==> src/assert_macros.svh <==
// Assertion helpers included by the top-level RTL file.
// Each macro takes a label, the clock, the active-low reset, the check and a message.
`ifndef ASSERT_MACROS_SVH
`define ASSERT_MACROS_SVH
`ifndef SYNTHESIS
`define ASSERT_SAME(lbl, clk, rstn, ante, cons, msg) \
    lbl: assert property (@(posedge clk) disable iff (!rstn) (ante) |-> (cons)) else $error(msg);
`define ASSERT_NEXT(lbl, clk, rstn, ante, cons, msg) \
    lbl: assert property (@(posedge clk) disable iff (!rstn) (ante) |=> (cons)) else $error(msg);
`else
`define ASSERT_SAME(lbl, clk, rstn, ante, cons, msg)
`define ASSERT_NEXT(lbl, clk, rstn, ante, cons, msg)
`endif
`endif

==> src/rnp_pkg.sv <==
package rnp_pkg;

    // Sequencer states of the top level.
    typedef enum logic [1:0] {
        ST_IDLE,
        ST_DIV,
        ST_EMIT_NOTE,
        ST_EMIT_END
    } t_state;

    // Parse phases within one note.
    typedef enum logic [1:0] {
        PH_DUR,
        PH_PITCH,
        PH_SHARP,
        PH_OCT
    } t_phase;

    // Configuration register indexes.
    typedef enum logic [1:0] {
        CFG_DEF_DIV   = 2'd0,
        CFG_DEF_OCT   = 2'd1,
        CFG_FULL_NOTE = 2'd2,
        CFG_NONE      = 2'd3
    } t_cfg_index;

    localparam int          BASE_OCTAVE_DEF  = 4;
    localparam logic [5:0]  DEF_DIV_RESET    = 6'd4;
    localparam logic [3:0]  DEF_OCT_RESET    = 4'd6;
    localparam logic [15:0] FULL_NOTE_RESET  = 16'd3808;

    // Character codes.
    localparam logic [7:0] CH_NUL   = 8'h00;
    localparam logic [7:0] CH_COMMA = 8'h2C;
    localparam logic [7:0] CH_SPACE = 8'h20;
    localparam logic [7:0] CH_SHARP = 8'h23;
    localparam logic [7:0] CH_DOT   = 8'h2E;
    localparam logic [7:0] CH_ZERO  = 8'h30;
    localparam logic [7:0] CH_NINE  = 8'h39;
    localparam logic [7:0] CH_A     = 8'h61;
    localparam logic [7:0] CH_G     = 8'h67;
    localparam logic [7:0] CH_P     = 8'h70;

    localparam logic [3:0] IDX_NONE    = 4'd15;
    localparam logic [3:0] IDX_SHARP   = 4'd7;
    localparam logic [3:0] IDX_ENTRIES = 4'd14;

    // Fourth-octave tone table: naturals a-g, then their sharps (none for b and e).
    function automatic logic [15:0] tone_lookup(input logic [3:0] idx);
        logic [15:0] f;
        case (idx)
            4'd0:    f = 16'd220;
            4'd1:    f = 16'd247;
            4'd2:    f = 16'd262;
            4'd3:    f = 16'd294;
            4'd4:    f = 16'd330;
            4'd5:    f = 16'd349;
            4'd6:    f = 16'd392;
            4'd7:    f = 16'd233;
            4'd9:    f = 16'd277;
            4'd10:   f = 16'd311;
            4'd12:   f = 16'd370;
            4'd13:   f = 16'd415;
            default: f = 16'd0;
        endcase
        return f;
    endfunction

endpackage

==> src/rnp_divider.sv <==
// Restoring divider, one quotient bit per cycle.
module rnp_divider import rnp_pkg::*; (
    input  logic        i_clk,
    input  logic        i_rst_n,
    input  logic        i_start,
    input  logic [15:0] i_dividend,
    input  logic [15:0] i_divisor,
    output logic        o_busy,
    output logic        o_done,
    output logic [15:0] o_quotient
);

    logic [15:0] r_rem, n_rem;
    logic [15:0] r_quo, n_quo;
    logic [15:0] r_den;
    logic [3:0]  r_cnt, n_cnt;
    logic        r_busy, n_busy;
    logic        r_done, n_done;
    logic [16:0] trial;
    logic [16:0] shifted;

    // One trial subtraction per step.
    always_comb begin
        shifted = {r_rem, r_quo[15]};
        trial   = shifted - {1'b0, r_den};
        n_rem   = r_rem;
        n_quo   = r_quo;
        n_cnt   = r_cnt;
        n_busy  = r_busy;
        n_done  = 1'b0;
        if (r_busy) begin
            if (!trial[16]) begin
                n_rem = trial[15:0];
                n_quo = {r_quo[14:0], 1'b1};
            end else begin
                n_rem = shifted[15:0];
                n_quo = {r_quo[14:0], 1'b0};
            end
            n_cnt = r_cnt + 4'd1;
            if (r_cnt == 4'd15) begin
                n_busy = 1'b0;
                n_done = 1'b1;
            end
        end
    end

    always_ff @(posedge i_clk) begin
        if (!i_rst_n) begin
            r_busy <= 1'b0;
            r_done <= 1'b0;
            r_cnt  <= '0;
        end else if (i_start) begin
            r_busy <= 1'b1;
            r_done <= 1'b0;
            r_cnt  <= '0;
        end else begin
            r_busy <= n_busy;
            r_done <= n_done;
            r_cnt  <= n_cnt;
        end
    end

    always_ff @(posedge i_clk) begin
        if (i_start) begin
            r_rem <= '0;
            r_quo <= i_dividend;
            r_den <= i_divisor;
        end else begin
            r_rem <= n_rem;
            r_quo <= n_quo;
        end
    end

    assign o_busy     = r_busy;
    assign o_done     = r_done;
    assign o_quotient = r_quo;

endmodule

==> src/rtttl_note_parser_top.sv <==
// Channel   Direction  Handshake                 Word
// input     in         i_in_valid / o_in_ready   i_char_code
// result    out        o_out_valid / i_out_ready o_frequency_hz, o_duration_ms, o_end_of_song
// config    in         i_cfg_valid / o_cfg_ready i_cfg_index, i_cfg_data
//
// Characters that complete no note are taken back to back; the block stays ready.
// A comma or zero byte that completes a note starts the divider; after its 16 steps the quotient
// is latched on entry to ST_EMIT_NOTE, which loads the result word once the output is free.
// A zero byte enters ST_EMIT_END after the note word is loaded, or on acceptance when no note
// is pending; the end marker loads once the output is free, and only then is input ready again.
// Synchronous active-low reset restores register defaults and clears the parse state.
`include "assert_macros.svh"
module rtttl_note_parser_top import rnp_pkg::*; #(
    parameter int BASE_OCTAVE = BASE_OCTAVE_DEF
) (
    input  logic        i_clk,
    input  logic        i_rst_n,
    input  logic        i_in_valid,
    output logic        o_in_ready,
    input  logic [7:0]  i_char_code,
    output logic        o_out_valid,
    input  logic        i_out_ready,
    output logic [15:0] o_frequency_hz,
    output logic [15:0] o_duration_ms,
    output logic        o_end_of_song,
    input  logic        i_cfg_valid,
    output logic        o_cfg_ready,
    input  logic [1:0]  i_cfg_index,
    input  logic [15:0] i_cfg_data
);

    localparam logic [3:0] BaseOct = 4'(BASE_OCTAVE);

    t_state      r_state, n_state;
    t_phase      r_phase, n_phase;
    logic [15:0] r_acc, n_acc;
    logic [3:0]  r_idx, n_idx;
    logic        r_rest, n_rest;
    logic        r_dot, n_dot;
    logic [3:0]  r_oct, n_oct;
    logic        r_pend, n_pend;
    logic        r_end_next, n_end_next;

    logic [5:0]  r_def_div;
    logic [3:0]  r_def_oct;
    logic [15:0] r_full_note;

    logic        r_out_valid, n_out_valid;
    logic [15:0] r_freq, n_freq;
    logic [15:0] r_dur, n_dur;
    logic        r_eos, n_eos;

    logic        in_acc;
    logic        out_free;
    logic        is_digit;
    logic [3:0]  digit_val;
    logic [15:0] divisor;
    logic        div_start;
    logic        div_busy;
    logic        div_done;
    logic [15:0] quotient;
    logic [15:0] r_quot;
    logic [3:0]  oct_eff;
    logic [15:0] note_freq;
    logic [15:0] note_dur;

    assign o_in_ready  = (r_state == ST_IDLE);
    assign o_cfg_ready = 1'b1;
    assign in_acc      = i_in_valid && o_in_ready;
    assign out_free    = !r_out_valid || i_out_ready;
    assign is_digit    = (i_char_code >= CH_ZERO) && (i_char_code <= CH_NINE);
    assign digit_val   = i_char_code[3:0];

    // Divisor: accumulated digits, else the default, and never zero.
    always_comb begin
        divisor = (r_acc != 16'd0) ? r_acc : {10'd0, r_def_div};
        if (divisor == 16'd0) begin
            divisor = 16'd1;
        end
    end

    rnp_divider u_div (
        .i_clk      (i_clk),
        .i_rst_n    (i_rst_n),
        .i_start    (div_start),
        .i_dividend (r_full_note),
        .i_divisor  (divisor),
        .o_busy     (div_busy),
        .o_done     (div_done),
        .o_quotient (quotient)
    );

    // Note result from the held quotient and parse state.
    always_comb begin
        oct_eff   = (r_oct != 4'd0) ? r_oct : r_def_oct;
        note_freq = 16'd0;
        if (!r_rest && (r_idx < IDX_ENTRIES)) begin
            note_freq = tone_lookup(r_idx);
            if (oct_eff > BaseOct) begin
                note_freq = note_freq << (oct_eff - BaseOct);
            end
        end
        note_dur = r_dot ? (r_quot + {1'b0, r_quot[15:1]}) : r_quot;
    end

    // Sequencer and character parser.
    always_comb begin
        n_state     = r_state;
        n_phase     = r_phase;
        n_acc       = r_acc;
        n_idx       = r_idx;
        n_rest      = r_rest;
        n_dot       = r_dot;
        n_oct       = r_oct;
        n_pend      = r_pend;
        n_end_next  = r_end_next;
        n_out_valid = r_out_valid && !i_out_ready;
        n_freq      = r_freq;
        n_dur       = r_dur;
        n_eos       = r_eos;
        div_start   = 1'b0;
        unique case (r_state)
            ST_IDLE: begin
                if (in_acc) begin
                    if (i_char_code == CH_NUL) begin
                        n_end_next = 1'b1;
                        if (r_pend) begin
                            div_start = 1'b1;
                            n_state   = ST_DIV;
                        end else begin
                            n_state = ST_EMIT_END;
                        end
                    end else if (i_char_code == CH_COMMA) begin
                        n_end_next = 1'b0;
                        if (r_pend) begin
                            div_start = 1'b1;
                            n_state   = ST_DIV;
                        end else begin
                            n_phase = PH_DUR;
                            n_acc   = '0;
                            n_idx   = '0;
                            n_rest  = 1'b0;
                            n_dot   = 1'b0;
                            n_oct   = '0;
                        end
                    end else if (i_char_code == CH_SPACE) begin
                        n_state = ST_IDLE;
                    end else if (r_phase == PH_DUR) begin
                        if (is_digit) begin
                            n_acc = {r_acc[12:0], 3'b000} + {r_acc[14:0], 1'b0}
                                  + {12'd0, digit_val};
                        end else begin
                            if (i_char_code == CH_P) begin
                                n_rest = 1'b1;
                                n_idx  = '0;
                            end else if ((i_char_code >= CH_A) && (i_char_code <= CH_G)) begin
                                n_rest = 1'b0;
                                n_idx  = 4'(i_char_code - CH_A);
                            end else begin
                                n_rest = 1'b0;
                                n_idx  = IDX_NONE;
                            end
                            n_pend  = 1'b1;
                            n_phase = PH_PITCH;
                        end
                    end else if (i_char_code == CH_SHARP) begin
                        if ((r_phase == PH_PITCH) && !r_rest) begin
                            if (r_idx < IDX_SHARP) begin
                                n_idx = r_idx + IDX_SHARP;
                            end
                            n_phase = PH_SHARP;
                        end
                    end else if (i_char_code == CH_DOT) begin
                        n_dot = 1'b1;
                        if (r_phase == PH_PITCH) begin
                            n_phase = PH_SHARP;
                        end
                    end else if (is_digit) begin
                        if (r_phase != PH_OCT) begin
                            n_oct   = digit_val;
                            n_phase = PH_OCT;
                        end
                    end
                end
            end
            ST_DIV: begin
                if (div_done) begin
                    n_state = ST_EMIT_NOTE;
                end
            end
            ST_EMIT_NOTE: begin
                if (out_free) begin
                    n_out_valid = 1'b1;
                    n_freq      = note_freq;
                    n_dur       = note_dur;
                    n_eos       = 1'b0;
                    n_phase     = PH_DUR;
                    n_acc       = '0;
                    n_idx       = '0;
                    n_rest      = 1'b0;
                    n_dot       = 1'b0;
                    n_oct       = '0;
                    n_pend      = 1'b0;
                    n_state     = r_end_next ? ST_EMIT_END : ST_IDLE;
                end
            end
            ST_EMIT_END: begin
                if (out_free) begin
                    n_out_valid = 1'b1;
                    n_freq      = '0;
                    n_dur       = '0;
                    n_eos       = 1'b1;
                    n_phase     = PH_DUR;
                    n_acc       = '0;
                    n_idx       = '0;
                    n_rest      = 1'b0;
                    n_dot       = 1'b0;
                    n_oct       = '0;
                    n_pend      = 1'b0;
                    n_end_next  = 1'b0;
                    n_state     = ST_IDLE;
                end
            end
            default: n_state = ST_IDLE;
        endcase
    end

    // State registers.
    always_ff @(posedge i_clk) begin
        if (!i_rst_n) begin
            r_state     <= ST_IDLE;
            r_phase     <= PH_DUR;
            r_acc       <= '0;
            r_idx       <= '0;
            r_rest      <= 1'b0;
            r_dot       <= 1'b0;
            r_oct       <= '0;
            r_pend      <= 1'b0;
            r_end_next  <= 1'b0;
            r_out_valid <= 1'b0;
        end else begin
            r_state     <= n_state;
            r_phase     <= n_phase;
            r_acc       <= n_acc;
            r_idx       <= n_idx;
            r_rest      <= n_rest;
            r_dot       <= n_dot;
            r_oct       <= n_oct;
            r_pend      <= n_pend;
            r_end_next  <= n_end_next;
            r_out_valid <= n_out_valid;
        end
    end

    // Output word and captured quotient.
    always_ff @(posedge i_clk) begin
        r_freq <= n_freq;
        r_dur  <= n_dur;
        r_eos  <= n_eos;
        if (div_done) begin
            r_quot <= quotient;
        end
    end

    // Configuration registers.
    always_ff @(posedge i_clk) begin
        if (!i_rst_n) begin
            r_def_div   <= DEF_DIV_RESET;
            r_def_oct   <= DEF_OCT_RESET;
            r_full_note <= FULL_NOTE_RESET;
        end else if (i_cfg_valid) begin
            unique case (t_cfg_index'(i_cfg_index))
                CFG_DEF_DIV:   r_def_div   <= i_cfg_data[5:0];
                CFG_DEF_OCT:   r_def_oct   <= i_cfg_data[3:0];
                CFG_FULL_NOTE: r_full_note <= i_cfg_data;
                CFG_NONE:      r_def_div   <= r_def_div;
                default:       r_def_div   <= r_def_div;
            endcase
        end
    end

    assign o_out_valid    = r_out_valid;
    assign o_frequency_hz = r_freq;
    assign o_duration_ms  = r_dur;
    assign o_end_of_song  = r_eos;

    // The divider never runs while a new character can be taken.
    `ASSERT_SAME(a_ready_div_idle, i_clk, i_rst_n, o_in_ready, !div_busy, "ready while dividing")
    // A zero byte always leads to a division or the end marker.
    `ASSERT_NEXT(a_nul_path, i_clk, i_rst_n, in_acc && (i_char_code == CH_NUL),
                 (r_state == ST_DIV) || (r_state == ST_EMIT_END), "zero byte lost")
    // Divider completion only happens while the sequencer waits for it.
    `ASSERT_SAME(a_done_in_div, i_clk, i_rst_n, div_done, r_state == ST_DIV, "stray divider done")
    // The end marker carries no tone.
    `ASSERT_SAME(a_end_word, i_clk, i_rst_n, o_out_valid && o_end_of_song,
                 (o_frequency_hz == 16'd0) && (o_duration_ms == 16'd0), "end marker not zero")

endmodule
==> config.mk <==
export PLATFORM = sky130hd
export DESIGN_NAME = rtttl_note_parser_top
export DESIGN_NICKNAME = d
export VERILOG_FILES = /design/src/rnp_pkg.sv /design/src/rnp_divider.sv /design/src/rtttl_note_parser_top.sv
export VERILOG_INCLUDE_DIRS = /design/src /design/src/src
export SDC_FILE = /design/constraint.sdc
export NUM_CORES = 1
export LEC_CHECK = 0
export ABC_AREA = 1
export BUFFER_PORTS_ARGS = -buffer_cell sky130_fd_sc_hd__clkbuf_2
export CORE_MARGIN = 10
export CORE_UTILIZATION = 31
export CTS_CLUSTER_SIZE = 20
export DETAILED_ROUTE_END_ITERATION = 6
export SLEW_MARGIN = 40
export SYNTH_ARGS = -nofsm -noshare
export SYNTH_HDL_FRONTEND = slang
export SYNTH_SLANG_ARGS = --single-unit
==> constraint.sdc <==
create_clock -name i_clk -period 5.9 [get_ports i_clk]
set_input_delay 1.18 -clock i_clk [delete_from_list [all_inputs] [get_ports i_clk]]
set_output_delay 1.18 -clock i_clk [all_outputs]
set_load 0.02 [all_outputs]
* Word-level counts from Yosys, hierarchy flattened *
Memories as Yosys holds them, arrays and structs flattened. A register that Yosys moved wholly into a read port is not among the register bits.
Cells that the tools add are included.
Widths: inputs -> output; s select.

cells by class
  add/sub/neg operators = 8
  $mul = 0
  div/mod/pow operators = 0
  $lt $le $gt $ge = 7
  equal/unequal tests = 44
  shift operators = 1
  mux-type cells = 116
  bitwise operators = 2
  reductions and logical operators = 37

operators with widths
  operator            count
  $mux 16             18
  $mux 4              25
  $pmux 16 s2         3
  $mux 2              23
  $mux 1              38
  $eq 8x6->1 const B  4
  $reduce_and 8->1    3
  $reduce_and 11->1   2
  $sub 17x16->17      1
  $add 16x15->16      1
  $add 16x16->16      1
  $add 16x4->16       1
  $logic_not 16->1    1
  $ne 4x1->1 const B  4
  $pmux 4 s2          2
  $reduce_bool 16->1  1
  $shl 16x4->16       1
  $ne 3x1->1 const B  5
  $ne 3x3->1 const B  5
  $ne 2x2->1 const B  7
  $ne 6x1->1 const B  2
  $pmux 1 s2          5
  $reduce_and 10->1   1
  $reduce_and 9->1    1
  36 further kinds    60

storage, ports and cells
  bits in registers = 162
  latch bits = 0
  bits in writable memories = 0
  memory bits (read-only) = 144
  input bits = 31
  output and inout bits = 36
  logic and storage cells = 239
  memories = 1

memories
  name              depth  bits a word  rd ports  clocked after Yosys merged registers in  write ports  RTL line       RTL
  (name not given)  16     9            1         1                                        0            rnp_pkg.sv:51  case (idx)

* Longest topological paths before layout *
Gate-level depths: netlist (run 1).

  depth in word-level cells = 13
  gate-level depth with buffers = 22
  mapped depth without buffers = 21

* By module *
From an unflattened synthesis (run 1), not the netlist that was laid out.

unflattened totals
  cells, all modules = 1503
  area total of the unflattened synthesis = 11014.3 um^2

modules (own cells, without submodules)
  module                 times used  cells each  area each (um^2)  sequential area each (um^2)
  rtttl_note_parser_top  1           1045        7758.7            2832.7
  rnp_divider            1           458         3255.6            1401.3

* Worst setup path after synthesis (run 1) *
No wires, ideal clock.

  kind = input to register
  start point = input port i_char_code[0]
  end point = register with a tool-made name
  library setup time = 0.114 ns
  data arrival time = 3.277 ns
  data required time = 5.786 ns
  path slack = 2.509 ns
  stages = 19
  buffers on the path = 0
  cells stage by stage = inv_1 -> ha_1 -> inv_1 -> nor2_4 -> nand3_4 -> nand2_2 -> nor2_1 -> nor2_4 -> nand2_4 -> o21ai_0 -> inv_1 -> nor2_1 -> inv_1 -> ha_1 -> inv_1 -> nand2_1 -> o21ai_1 -> nand2_1 -> nand2_1

RTL lines
  element          RTL line                     RTL
  start, declared  rtttl_note_parser_top.sv:20  input logic [7:0] i_char_code,

==> results.py, run 1 <==
metrics = {
    "critical_path": {
        "cp-end-kind": "flip-flop",
        "cp_data_arrival_time_ns": 3.88,
        "r2r_start": "r_state[1]",
        "path_max_fanout": 8,
        "required_ns": 6.22,
        "worst-setup-path-type": "input pin to flip-flop",
        "rrSetupSlack_ns": 2.45,
        "reg2reg_depth": 18,
        "cp-startpoint": "i_char_code[1]",
        "start_kind": "input pin",
    },
    "logic_synthesis": {
        "synth_cells": 1389,
        "synth_nets": 1501,
        "yosysMostFrequentCell": "nand2_1",
        "syn_area_um2": 10600,
        "synthTopCellsByArea": "edfxtp_1 (23%), dfxtp_1 (17%), nand2_1 (11%)",
        "synth-seq-cells": 171,
        "synth-seq-area-share_pct": 39.8,
        "ys.warnings.count": 0,
        "synth_top_area_share_pct": 22.9,
        "synth_top_area_cell": "edfxtp_1",
        "synthTopCellsByCount": "nand2_1 (321), inv_1 (196), nor2_1 (112), nand3_1 (111), a21oi_1 (104)",
        "ys.flop_type": "dfxtp_1",
        "synthArstFlopShare_pct": 0,
        "syn_area_per_cell_um2": 7.66,
        "synth_edf_count": 81,
        "synth.distinct_cells": 54,
    },
    "global_routing": {
        "grt_pass1_wl_mm": 41.5,
        "grt_antenna_before_repair": 2,
        "grt-ovfl-total": 0,
        "track_usage_pct": 11.9,
        "grt_max_degree": 40,
        "grt_pass1_vias": 8484,
    },
    "clock_network": {
        "cts_buffers": 17,
        "cts_tree": "done",
        "clk_transition_reported_paths_ns": 0.07,
        "cts_buffer_depth": 2,
        "htreeDepth": 4,
        "cts.sinks": 171,
        "clock_latency_ns": 0.43,
        "cts_hold_buf": 0,
        "cts-root-buf": "clkbuf_16",
        "cts_setup_buffers": 0,
        "cts_resized": 0,
    },
    "outcome": {
        "status": "finished clean",
    },
    "sta": {
        "setup-violations-final": 0,
        "max_slew_margin_pct": 49.7,
        "min_period_ns": 3.57,
        "hold_viol": 0,
        "setup-tns-final_ns": 0,
        "worst_pin_slew_ns": 0.749,
        "clock_skew_ns": 0.0163,
        "maxSlewViolCount": 0,
        "min_period_over_period_pct": 60.4,
        "rsz0062_at_grt": "false",
        "fmax_mhz": 280,
    },
    "floorplan": {
        "die_area_um2": 42100,
        "die_y_um": 205,
        "die_w_um": 205,
        "num_io_pins": 67,
        "rows": 67,
        "fp.coreArea_um2": 33700,
        "start_util_pct": 31.6,
    },
    "layout": {
        "drive_above_1_share_pct": 11.2,
        "finalInstanceArea_um2": 12000,
        "final_net_count": 1555,
        "syn_to_final_growth_pct": 13.1,
    },
    "placement": {
        "io_buffers": 65,
        "dp.final_hpwl_mm": 19.5,
        "place_area_um2": 11400,
        "gp_congestion": 0.898,
    },
    "detailed_routing": {
        "drc": 0,
        "viasPerCell": 4.70,
        "vias": 8967,
        "drt-pass1-iter-count": 5,
        "drt_wl_total_mm": 24.8,
        "initialDrtViolationCount": 460,
        "final_antenna_net_count": 0,
        "routedWlPerCell_um": 13.0,
    },
    "worst_hold_path": {
        "min_path_type": "flip-flop to flip-flop",
    },
    "pwr": {
        "vdd_drop_max_uv": 205,
        "p_leak_nw": 5.55,
        "p_per_area_nw_per_um2": 341,
    },
    "run": {
        "max_cap_viol_count": 0,
    },
}
[per-layer routing]
layer  routed length (um)  vias to the layer above  track usage, %
met4                  491                        0            3.94
li1                     -                     4683               -
met5                    0                        -               0
met3                 1130                       31            2.09
met1                12500                     4078            16.2
met2                10700                      175            18.5
[layout make-up]
class | count | area (um^2)
Fill cell | 3532 | 21700
Clock buffer | 17 | 425
Multi-Input combinational cell | 974 | 5460
Timing Repair Buffer | 73 | 393
Sequential cell | 171 | 4230
Clock inverter | 15 | 176
Inverter | 206 | 773
Antenna cell | 2 | 5.00
Tap cell | 448 | 561
[flip-flops by register name, indices dropped and copies added, names as in the netlist, 2 cells and up, named ones only]
register and flops:
o_frequency_hz 16, o_duration_ms 16, u_div.r_cnt 4, u_div.o_quotient 16, r_def_div 6, u_div.r_rem 16
u_div.r_den 16, r_acc 16, r_oct 4, r_state 2, r_def_oct 4, r_quot 16
r_full_note 16, r_phase 2, r_idx 4
[worst max-delay path, stage by stage]
cell,delay [ns]
clkbuf_2,0.15
inv_1,0.12
ha_1,0.23
inv_1,0.09
nor2_4,0.14
nand3_4,0.14
nand2_2,0.11
nor2_1,0.07
nor2_4,0.12
nand2_4,0.09
o21ai_0,0.32
inv_1,0.13
nor2_1,0.25
inv_1,0.14
ha_1,0.30
inv_1,0.04
nand2_1,0.07
o21ai_1,0.07
nand2_1,0.08
nand2_1,0.05
[layout by cell type, fill, tap and decap left out, types with 17 or more instances in the layout]
cell | synthesis | layout
edfxtp_1 | 81 | 81
a21oi_1 | 104 | 104
clkbuf_16 | 0 | 17
inv_1 | 196 | 196
nand3_1 | 111 | 110
ha_1 | 77 | 77
dfxtp_1 | 90 | 90
nand2_1 | 321 | 321
clkbuf_2 | 0 | 65
nor2_1 | 112 | 110
o21ai_0 | 73 | 73
[stage by stage]
stage               setup WS [ns]  total power [mW]  hold slack (ns)  cells  utilization, %
finish                       2.33              4.11            0.455   1906            35.7
global route                 2.13              4.40            0.464   1906            35.7
CTS                          2.35              4.12            0.456   1904            35.7
detailed placement           1.91              2.99            0.438   1872            33.9
global placement             1.97              2.97            0.437   1871            33.8
floorplan                    2.51              2.61            0.425   1389               -
[how the worst min path moves through the flow]
stage,start,end,slack [ns],depth (start not counted)
after floorplan,r_def_div[3],r_def_div[3],0.42,2
after global placement,u_div.o_quotient[15],r_quot[15],0.44,0
after detailed placement,u_div.o_quotient[12],r_quot[12],0.44,0
after CTS,u_div.o_quotient[12],r_quot[12],0.46,0
after global routing,u_div.o_quotient[12],r_quot[12],0.46,0
final,u_div.o_quotient[12],r_quot[12],0.46,0
[cells by family (layout without fill, tap and decap cells)]
| kind of cell | after synthesis | in the layout | share of synthesized area [%] |
|---|---|---|---|
| AOI/OAI and AO/OA | 239 | 239 | 12.5 |
| xor gates and xnor gates | 27 | 27 | 2.22 |
| adders and majority gates | 81 | 81 | 9.81 |
| buffers and inverters | 244 | 311 | 8.97 |
| DFF | 171 | 171 | 39.8 |
| muxes | 6 | 6 | 0.565 |
| other | 1 | 3 | 0.0353 |
| and+or+nand+nor | 620 | 620 | 26.1 |
[report_power, final]
group | switching, mW | internal (mW)
clock network | 0.518 | 0.606
logic | 1.01 | 0.488
registers | 0.0818 | 1.40
(Power assumes the default switching activity.)
==> run 2: changes to the inputs <==
--- a/config.mk
+++ b/config.mk
@@ -6,7 +6,7 @@
 export SDC_FILE = /design/constraint.sdc
 export NUM_CORES = 1
 export LEC_CHECK = 0
-export ABC_AREA = 1
+export ABC_AREA = 0
 export BUFFER_PORTS_ARGS = -buffer_cell sky130_fd_sc_hd__clkbuf_2
 export CORE_MARGIN = 10
 export CORE_UTILIZATION = 31
==> constraint.sdc (replaced) <==
create_clock -name i_clk -period 3.72 [get_ports i_clk]
set_input_delay 0.744 -clock i_clk [delete_from_list [all_inputs] [get_ports i_clk]]
set_output_delay 0.744 -clock i_clk [all_outputs]
set_load 0.02 [all_outputs]
==> results.py, run 2 <==
metrics = {
    "logic_synthesis": {
        "synthArstFlopShare_pct": 0,
        "yosysMostFrequentCell": "nand2_1",
        "muxShareOfSynthArea_pct": 6.39,
        "syn_area_um2": 10400,
        "synth.distinct_cells": 86,
        "synth-seq-cells": 171,
        "synth_fa_ha_area_share_pct": 10.1,
        "synth_top_area_cell": "edfxtp_1",
        "synth_top_family_by_area": "simple AND/OR/NAND/NOR gates",
        "synthSimpleGateAreaFrac_pct": 19.1,
        "synth_cells": 1128,
        "ys.flop_type": "dfxtp_1",
        "synth_compound_area_share_pct": 15.8,
        "synthTopCellsByCount": "nand2_1 (137), nor2_1 (104), dfxtp_1 (90), edfxtp_1 (81), ha_1 (77)",
        "synth_top_area_share_pct": 23.4,
        "syn_area_per_cell_um2": 9.20,
        "synth-seq-area-share_pct": 40.8,
        "synthTopCellsByArea": "edfxtp_1 (23%), dfxtp_1 (17%), ha_1 (9.3%)",
        "synth_xor_xnor_area_share_pct": 3.29,
        "ys.warnings.count": 0,
        "synth_edf_count": 81,
        "synth_nets": 1240,
    },
    "pwr": {
        "p_per_area_nw_per_um2": 449,
        "p_leak_nw": 5.00,
        "power.total_mw": 5.35,
        "vdd_drop_max_uv": 348,
    },
    "detailed_routing": {
        "initialDrtViolationCount": 547,
        "vias": 8272,
        "routedWlPerCell_um": 15.2,
        "drt_wl_total_mm": 25.0,
        "final_antenna_net_count": 0,
        "viasPerCell": 5.04,
        "drc": 0,
        "drt-pass1-iter-count": 5,
    },
    "clock_network": {
        "clk_transition_reported_paths_ns": 0.08,
        "cts_tree": "done",
        "clock_latency_ns": 0.43,
        "cts_resized": 0,
        "cts_setup_buffers": 0,
        "cts-root-buf": "clkbuf_16",
        "cts.sinks": 171,
        "cts_buffer_depth": 2,
        "htreeDepth": 4,
        "cts_buffers": 17,
        "cts_hold_buf": 0,
    },
    "critical_path": {
        "worst-setup-path-type": "input pin to flip-flop",
        "r2r_start": "u_div.o_quotient[15]",
        "cp-end-kind": "flip-flop",
        "cp_data_arrival_time_ns": 3.50,
        "cp-startpoint": "i_char_code[0]",
        "required_ns": 4.09,
        "start_kind": "input pin",
        "path_max_fanout": 5,
    },
    "global_routing": {
        "grt_antenna_before_repair": 0,
        "grt_max_degree": 49,
        "grt-ovfl-total": 0,
        "grt_pass1_vias": 7940,
        "grt_pass1_wl_mm": 41.1,
        "busiest_layer": "met2",
        "met1_usage_pct": 16.2,
        "use_met3_pct": 2.24,
        "use_met2_pct": 19.5,
        "track_usage_pct": 12.1,
    },
    "layout": {
        "drive_above_1_share_pct": 13.4,
        "layout_commonest_cell": "nand2_1",
        "antenna_cells": 0,
        "fill_cells": 3307,
        "syn_to_final_growth_pct": 14.8,
        "final_net_count": 1297,
        "final_cell_mix": "nand2_1 (137), nor2_1 (103), dfxtp_1 (90), edfxtp_1 (81), ha_1 (77)",
    },
    "sta": {
        "setup-tns-final_ns": 0,
        "worst_pin_slew_ns": 0.830,
        "max_slew_margin_pct": 44.6,
        "setup-violations-final": 0,
        "clock_skew_ns": 0.0192,
        "hold_viol": 0,
        "min_period_over_period_pct": 84.1,
        "rsz0062_at_grt": "false",
        "min_period_ns": 3.13,
        "maxSlewViolCount": 0,
        "fmax_mhz": 320,
    },
    "floorplan": {
        "die_area_um2": 41200,
        "die_y_um": 203,
        "rows": 66,
        "start_util_pct": 31.6,
        "num_io_pins": 67,
        "fp.coreArea_um2": 32800,
        "die_w_um": 203,
    },
    "worst_hold_path": {
        "min_from": "u_div.o_quotient[10]",
        "min_path_type": "flip-flop to flip-flop",
    },
    "outcome": {
        "status": "finished clean",
    },
    "run": {
        "max_cap_viol_count": 0,
    },
    "placement": {
        "dp.final_hpwl_mm": 18.9,
        "gp_congestion": 0.848,
        "io_buffers": 65,
    },
}
-- run 2: cell count changes in the layout (fill, tap and decap cells not counted), sizes merged, moves of 20 or more --
cell,delta
nand2,-196
inv,-154
nand3,-78
mux2i,+55
o21ai,-36
a21oi,-29
buf,+26
nor2,-20
-- run 2: worst max-delay path: stages --
cell      delay [ns]
clkbuf_2        0.11
inv_1           0.15
ha_1            0.23
nor3b_1         0.40
a211oi_1        0.16
o21a_1          0.23
a31oi_4         0.20
o31ai_1         0.12
and2_1          0.20
inv_1           0.13
ha_1            0.22
o21ai_0         0.10
a222oi_1        0.35
o21bai_1        0.15
-- run 2: kinds of logic (layout without fill, tap and decap cells) --
group / Yosys count / count (layout)
and+or+nand+nor: 408 / 408
AOI/OAI and AO/OA: 247 / 247
DFF: 171 / 171
buffers and inverters: 116 / 186
adders and majority gates: 81 / 81
muxes: 65 / 65
xor gates and xnor gates: 39 / 39
other: 1 / 1
-- run 2: report_power, final --
part / total, mW / switching [mW] / internal (mW)
combinational: 1.32 / 0.741 / 0.581
sequential: 2.20 / 0.112 / 2.09
clock: 1.83 / 0.845 / 0.984
-- run 2: worst paths after layout --
| kind | to | slack (ns) | cells past startpoint |
|---|---|---|---|
| max | flip-flop | 0.59 | 14 |
| min | r_quot[10] | 0.45 | 0 |
| max reg2reg | u_div.r_rem[0] | 0.65 | 12 |
| min reg2reg | r_quot[10] | 0.45 | 0 |
-- run 2: area by class of cell --
| cell class | instances | area [um^2] | area share (%) |
|---|---|---|---|
| multi-input combinational | 841 | 5700 | 47.8 |
| sequential | 171 | 4230 | 35.5 |
| tap | 442 | 553 | 4.64 |
| clock inverter | 14 | 180 | 1.51 |
| timing repair buffer | 99 | 601 | 5.04 |
| inverter | 55 | 206 | 1.73 |
| clock buffer | 18 | 439 | 3.69 |
-- run 2: metal layers --
layer | wire length [um] | vias to the layer above
met5 | 0 | -
met4 | 340 | 0
met3 | 900 | 16
met2 | 11700 | 133
met1 | 12100 | 3944
li1 | - | 4179
-- run 2: stage by stage --
stage	hold slack, ns	setup WS (ns)	cell area [um^2]	util, %	instances
global route	0.477	0.327	11900	36.3	1640
detailed placement	0.444	0.163	11300	34.4	1608
global placement	0.440	0.292	11300	34.3	1607
floorplan	0.426	0.301	10400	-	1128
CTS	0.454	0.613	11900	36.3	1640
finish	0.455	0.593	11900	36.3	1640
